==> config.mk <==
export PLATFORM = sky130hd
export DESIGN_NAME = mmb_ctrl
export DESIGN_NICKNAME = d
export VERILOG_FILES = /design/src/rtl/core/mmb_pkg.sv /design/src/rtl/core/mmb_ctrl.sv
export SDC_FILE = /design/constraint.sdc
export NUM_CORES = 1
export LEC_CHECK = 0
export BUFFER_PORTS_ARGS = -buffer_cell sky130_fd_sc_hd__buf_2
export CAP_MARGIN = 5
export CORE_AREA = 3 3 40 42
export DETAILED_ROUTE_END_ITERATION = 12
export DIE_AREA = 0 0 43 45
export GPL_TIMING_DRIVEN = 1
export SLEW_MARGIN = 20
export SYNTH_ARGS = -nofsm -noshare
export SYNTH_HDL_FRONTEND = slang
export SYNTH_SLANG_ARGS = --single-unit
==> constraint.sdc <==
create_clock -name clk -period 1.8 [get_ports clk]
set_input_delay 0.09 -clock clk [delete_from_list [all_inputs] [get_ports clk]]
set_output_delay 0.09 -clock clk [all_outputs]
set_load 0.02 [all_outputs]
==> src/rtl/core/mmb_pkg.sv <==
// Package for the console memory map: action, region and state codes, bus structs, constants, decoder.
// No dependencies.
`timescale 1ns / 1ps
`default_nettype none
package mmb_pkg;
	localparam int DmaLengthDefault = 160;
	localparam int OamDepth = 160;

	typedef enum logic [1:0] {
		ACT_READ  = 2'd0,
		ACT_WRITE = 2'd1,
		ACT_LOAD  = 2'd2,
		ACT_NONE  = 2'd3
	} action_t;

	typedef enum logic [3:0] {
		RG_ROM, RG_VRAM, RG_EXT, RG_WRAM, RG_OAM, RG_UNUSED,
		RG_JOYP, RG_IFLAG, RG_IO, RG_HRAM, RG_IE
	} region_t;

	typedef enum logic [2:0] {
		ST_IDLE, ST_ACCESS, ST_DMA_READ, ST_DMA_WRITE, ST_DONE
	} state_t;

	// Controller to datapath.
	typedef struct packed {
		logic capture;
		logic access;
		logic dma_start;
		logic dma_read;
		logic dma_write;
		logic finish;
	} ctrl_t;

	// Datapath to controller.
	typedef struct packed {
		logic is_dma;
		logic dma_last;
	} stat_t;

	localparam logic [7:0] TimerOrMask = 8'hF8;
	localparam logic [7:0] FlagOrMask  = 8'hE0;
	localparam logic [7:0] OpenBus     = 8'hFF;
	localparam logic [6:0] RegJoyp  = 7'h00;
	localparam logic [6:0] RegDiv   = 7'h04;
	localparam logic [6:0] RegTac   = 7'h07;
	localparam logic [6:0] RegIflag = 7'h0F;
	localparam logic [6:0] RegLy    = 7'h44;
	localparam logic [6:0] RegDma   = 7'h46;

	function automatic region_t decode(input logic [15:0] a);
		region_t r;
		if (a[15] == 1'b0) r = RG_ROM;
		else if (a[15:13] == 3'b100) r = RG_VRAM;
		else if (a[15:13] == 3'b101) r = RG_EXT;
		else if (a[15:13] == 3'b110 || a[15:12] == 4'hE) r = RG_WRAM;
		else if (a[15:8] < 8'hFE) r = RG_WRAM;
		else if (a[15:8] == 8'hFE) r = (a[7:0] < 8'hA0) ? RG_OAM : RG_UNUSED;
		else if (a[7:0] == 8'h00) r = RG_JOYP;
		else if (a[7:0] == 8'h0F) r = RG_IFLAG;
		else if (a[7] == 1'b0) r = RG_IO;
		else if (a[7:0] == 8'hFF) r = RG_IE;
		else r = RG_HRAM;
		return r;
	endfunction
endpackage
`default_nettype wire

==> src/rtl/core/mmb_ctrl.sv <==
// Controller state machine for the memory map.
// Depends on mmb_pkg.
`timescale 1ns / 1ps
`default_nettype none
module mmb_ctrl (
	input  wire logic          clk,
	input  wire logic          arst_n,
	input  wire logic          start,
	output logic               busy,
	output mmb_pkg::ctrl_t     ctrl,
	input  mmb_pkg::stat_t     stat
);
	mmb_pkg::state_t state_q, state_d;

	always_ff @(posedge clk or negedge arst_n) begin
		if (!arst_n) state_q <= mmb_pkg::ST_IDLE;
		else state_q <= state_d;
	end

	always_comb begin
		state_d = state_q;
		unique case (state_q)
			mmb_pkg::ST_IDLE: if (start) state_d = mmb_pkg::ST_ACCESS;
			mmb_pkg::ST_ACCESS: state_d = stat.is_dma ? mmb_pkg::ST_DMA_READ : mmb_pkg::ST_IDLE;
			mmb_pkg::ST_DMA_READ: state_d = mmb_pkg::ST_DMA_WRITE;
			mmb_pkg::ST_DMA_WRITE: state_d = stat.dma_last ? mmb_pkg::ST_DONE
				: mmb_pkg::ST_DMA_READ;
			mmb_pkg::ST_DONE: state_d = mmb_pkg::ST_IDLE;
			default: state_d = mmb_pkg::ST_IDLE;
		endcase
	end

	always_comb begin
		ctrl = '0;
		busy = 1'b1;
		unique case (state_q)
			mmb_pkg::ST_IDLE: begin
				busy = 1'b0;
				ctrl.capture = start;
			end
			mmb_pkg::ST_ACCESS: begin
				ctrl.access = 1'b1;
				ctrl.dma_start = stat.is_dma;
			end
			mmb_pkg::ST_DMA_READ: ctrl.dma_read = 1'b1;
			mmb_pkg::ST_DMA_WRITE: ctrl.dma_write = 1'b1;
			mmb_pkg::ST_DONE: ctrl.finish = 1'b1;
			default: busy = 1'b1;
		endcase
	end
endmodule
`default_nettype wire

======== Word-level counts from Yosys, hierarchy flattened ========
Index checks and enable logic that the tools add are counted.
cells by class
  mux-type cells .......................... 10
  equal/unequal tests ..................... 5
  reduce and logical (&&, ||, !) cells .... 1
operators with widths
  cell                number
  $pmux 3 s4          1
  $eq 3x2->1 const B  2
  $mux 3              2
  $mux 1              5
  $mux 2              2
  $eq 3x1->1 const B  1
  $eq 3x3->1 const B  1
  $logic_not 3->1     1
  $ne 2x2->1 const B  1
word-level totals
  bits of input ports ..................... 5
  output and inout bits ................... 7
  register bits after elaboration ......... 3
  logic and storage cells ................. 17

======== Logic depth before layout (Yosys ltp) ========
  word-level depth ........................ 2
  depth in mapped cells ................... 2
  depth with buffers taken out ............ 2

======== Worst setup path before layout ========
Ideal clock, no wire load.
  path type ............................... reg2out
  start ................................... reg state_q[1]
  end ..................................... out ctrl[3] (netlist bit)
  cell stages (with the launch flop) ...... 3
  slack ................................... 601 ps
  buffers on the path ..................... 0
  data required time ...................... 1,710 ps
  arrival time ............................ 1,109 ps
  path through ............................ dfrtp_1 -> nor3b_2 -> and2_1
RTL lines
  item                    line            RTL
  start, declared         mmb_ctrl.sv:13  mmb_pkg::state_t state_q, state_d;
  start signal, assigned  mmb_ctrl.sv:16  if (!arst_n) state_q <= mmb_pkg::ST_IDLE;
  start signal, assigned  mmb_ctrl.sv:17  else state_q <= state_d;
  end, declared           mmb_ctrl.sv:10  output mmb_pkg::ctrl_t ctrl,

==> flow_summary.toml <==
[routing]
vias = 186
routedWlPerCell_um = 7.714
first_pass_iters = 1
drt-initial-drc-count = 0
via_per_inst = 3.796
drc = 0
ant_nets = 0
drt_wl_total_um = 378

[floorplan]
die_area_um2 = 1935
start_util_pct = 13.05
core_region_area_um2 = 1285
pin_count = 12
placementRows = 13
die_w_um = 43
die_h_um = 45

[clocking]
clock-sinks = 3
cts_tree = "yes"
clk-insertion-delay-late_ns = 0.23
cts_root_buffer = "clkbuf_4"
cts.clk_slew.worst_paths_ns = 0.04
cts_setup_buffers = 0
clock_path_buffers = 2
cts_buffers = 3
cts_htree_levels = 1

[timing]
rsz0062_at_grt = "false"
max-slew-margin-rel_pct = 85.77
worst_slack_ns = 0.4084
hold_violations = 0
period_needed_ns = 1.392
finalClockSkew_ns = 0.001274
finalSetupViolations = 0
drv_slew = 0
tns_ns = 0
post-route-period-util_pct = 77.31
timing.fmax_ghz = 0.7186
worst_slew_pin_slew_ns = 0.2134

[yosys]
synth_nets = 23
synth_common_cells = "dfrtp_1, nor2_1, inv_1, nor3_1"
synthFlopType = "dfrtp_1"
ys_seq_elements = 3
synth_top_area_cell = "dfrtp_1"
synth_cells = 18
synth_top_area_share_pct = 44.78
ys_async_sr_fraction_pct = 100.0
synth_cell_types = 12
synth_area_leaders = "dfrtp_1, nor3b_2, a32o_2"
ys_seq_area_share_pct = 44.78
syn_area_um2 = 167.7
yosys_warnings = 0
post_synth.cell_area_avg_um2 = 9.315
synth_edf_count = 0

[pwr]
peakVddDrop_mv = 0.2536
p_leak_uw = 0.0001512
power.density_nw_per_um2 = 1822
p_total_uw = 506.0

[global_route]
grt_max_degree = 8
antenna_found_initial = 0
grt_pass1_vias = 179
groute.usage.overall_pct = 5.083
grt_pass1_wl_um = 627
grt_overflow = 0

[setup_path]
cp-startpoint = "state_q[1]$_DFFE_PN0P_"
crit_path_top_delay_cell = "dfrtp_1"
path_buf_inv = 1
critPathMaxFanout = 7
crit_family = "simple AND/OR/NAND/NOR gates"
r2r_start = "state_q[0]$_DFFE_PN0P_"
worstPathRequired_ns = 1.71
arrival_ns = 1.30
critPathLaunchType = "flop"
end_kind = "output pin"
cp_slowest_stage_delay_ns = 0.44
worstPathCellList = "or3_4, nor2_2, buf_2"
worst-setup-path-type = "flop to output pin"

[final_layout]
seq_area_um2 = 75.07
fillers = 152
drive_gt1_share_pct = 52.94
diodes = 0
largest_reg_flops = 3
final_nets = 40
top_register = "state_q"
largest_registers = "state_q x3"
area_growth_pct = 65.67
multi_input_area_um2 = 85.08

[place]
dp_slack_ns = 0.6496
place.gp.congestion = 0.6368
io_buffers = 11

[worst_hold_path]
holdCritStartpoint = "stat[1]"
hold_path.class = "primary input to flop"

[outcome]
status = "finished, final reports clean"

[run]
maxCapViolations = 0
-- report_power, final --
part / internal, uW / switching, uW / leakage [uW]
Sequential: 94.0 / 41.5 / 0.0000383
Clock: 83.1 / 34.9 / 0.0000150
Combinational: 110 / 142 / 0.0000979
-- metrics by stage --
stage                     instance area (um^2)  util (%)  hold slack [ns]  cells
after floorplan                          167.7         -          -0.2056     18
after global placement                   241.5     18.79          -0.1141     44
after detailed placement                 241.5     18.79          -0.1118     44
after CTS                                277.8     21.62          0.07780     49
after global routing                     277.8     21.62           0.1037     49
final                                    277.8     21.62          0.08546     49
-- cell type report --
| cell class | count | area share [%] |
|---|---|---|
| Clock buffer | 4 | 9.459 |
| Inverter | 2 | 2.703 |
| Multi-Input combinational cell | 13 | 30.63 |
| Sequential cell | 3 | 27.03 |
| Tap cell | 15 | 6.757 |
| Timing Repair Buffer | 12 | 23.42 |
-- path summary, 6_finish.rpt --
kind / endpoint / slack (ns) / cells past startpoint
worst max-delay path: ctrl[5] / 0.41 / 3
worst min-delay path: state_q[1]$_DFFE_PN0P_ / 0.09 / 2
worst max register to register: state_q[1]$_DFFE_PN0P_ / 0.86 / 2
worst min register to register: state_q[0]$_DFFE_PN0P_ / 0.52 / 1
max in group asynchronous: state_q[2]$_DFFE_PN0P_ / 1.51 / 2
min in group asynchronous: state_q[1]$_DFFE_PN0P_ / 0.18 / 2
-- kinds of logic after synthesis --
| group | after synthesis | synth area share, % |
|---|---|---|
| buffers and inverters | 2 | 4.479 |
| DFF | 3 | 44.77 |
| AOI/OAI and AO/OA | 1 | 6.716 |
| and+or+nand+nor | 12 | 44.04 |
-- per-layer routing --
| layer | GRT usage [%] | share of wire, % |
|---|---|---|
| met5 | 0 | 0 |
| met2 | 7.485 | 54 |
| met3 | 3.586 | 11 |
| met1 | 3.623 | 32 |
| met4 | 7.229 | 1.9 |
-- layout by cell type (no fill, tap or decap) --
master,synthesis,layout
clkbuf_4,0,3
nand2_1,1,1
nor2_2,1,1
or3_4,1,1
nor3_1,2,2
nand2b_1,1,1
dfrtp_1,3,3
nor3b_2,1,1
inv_1,2,2
and3_1,1,1
a32o_2,1,1
and2_1,1,1
clkbuf_1,0,1
buf_2,0,11
dlygate4sd3_1,0,1
nor2_1,3,3
-- timing repair --
action | in CTS | in global routing
hold endpoints to repair | 3 | 0
resized for setup | 0 | 0
hold buffers | 1 | 0
No activity file was read; power rests on OpenSTA's default activity.
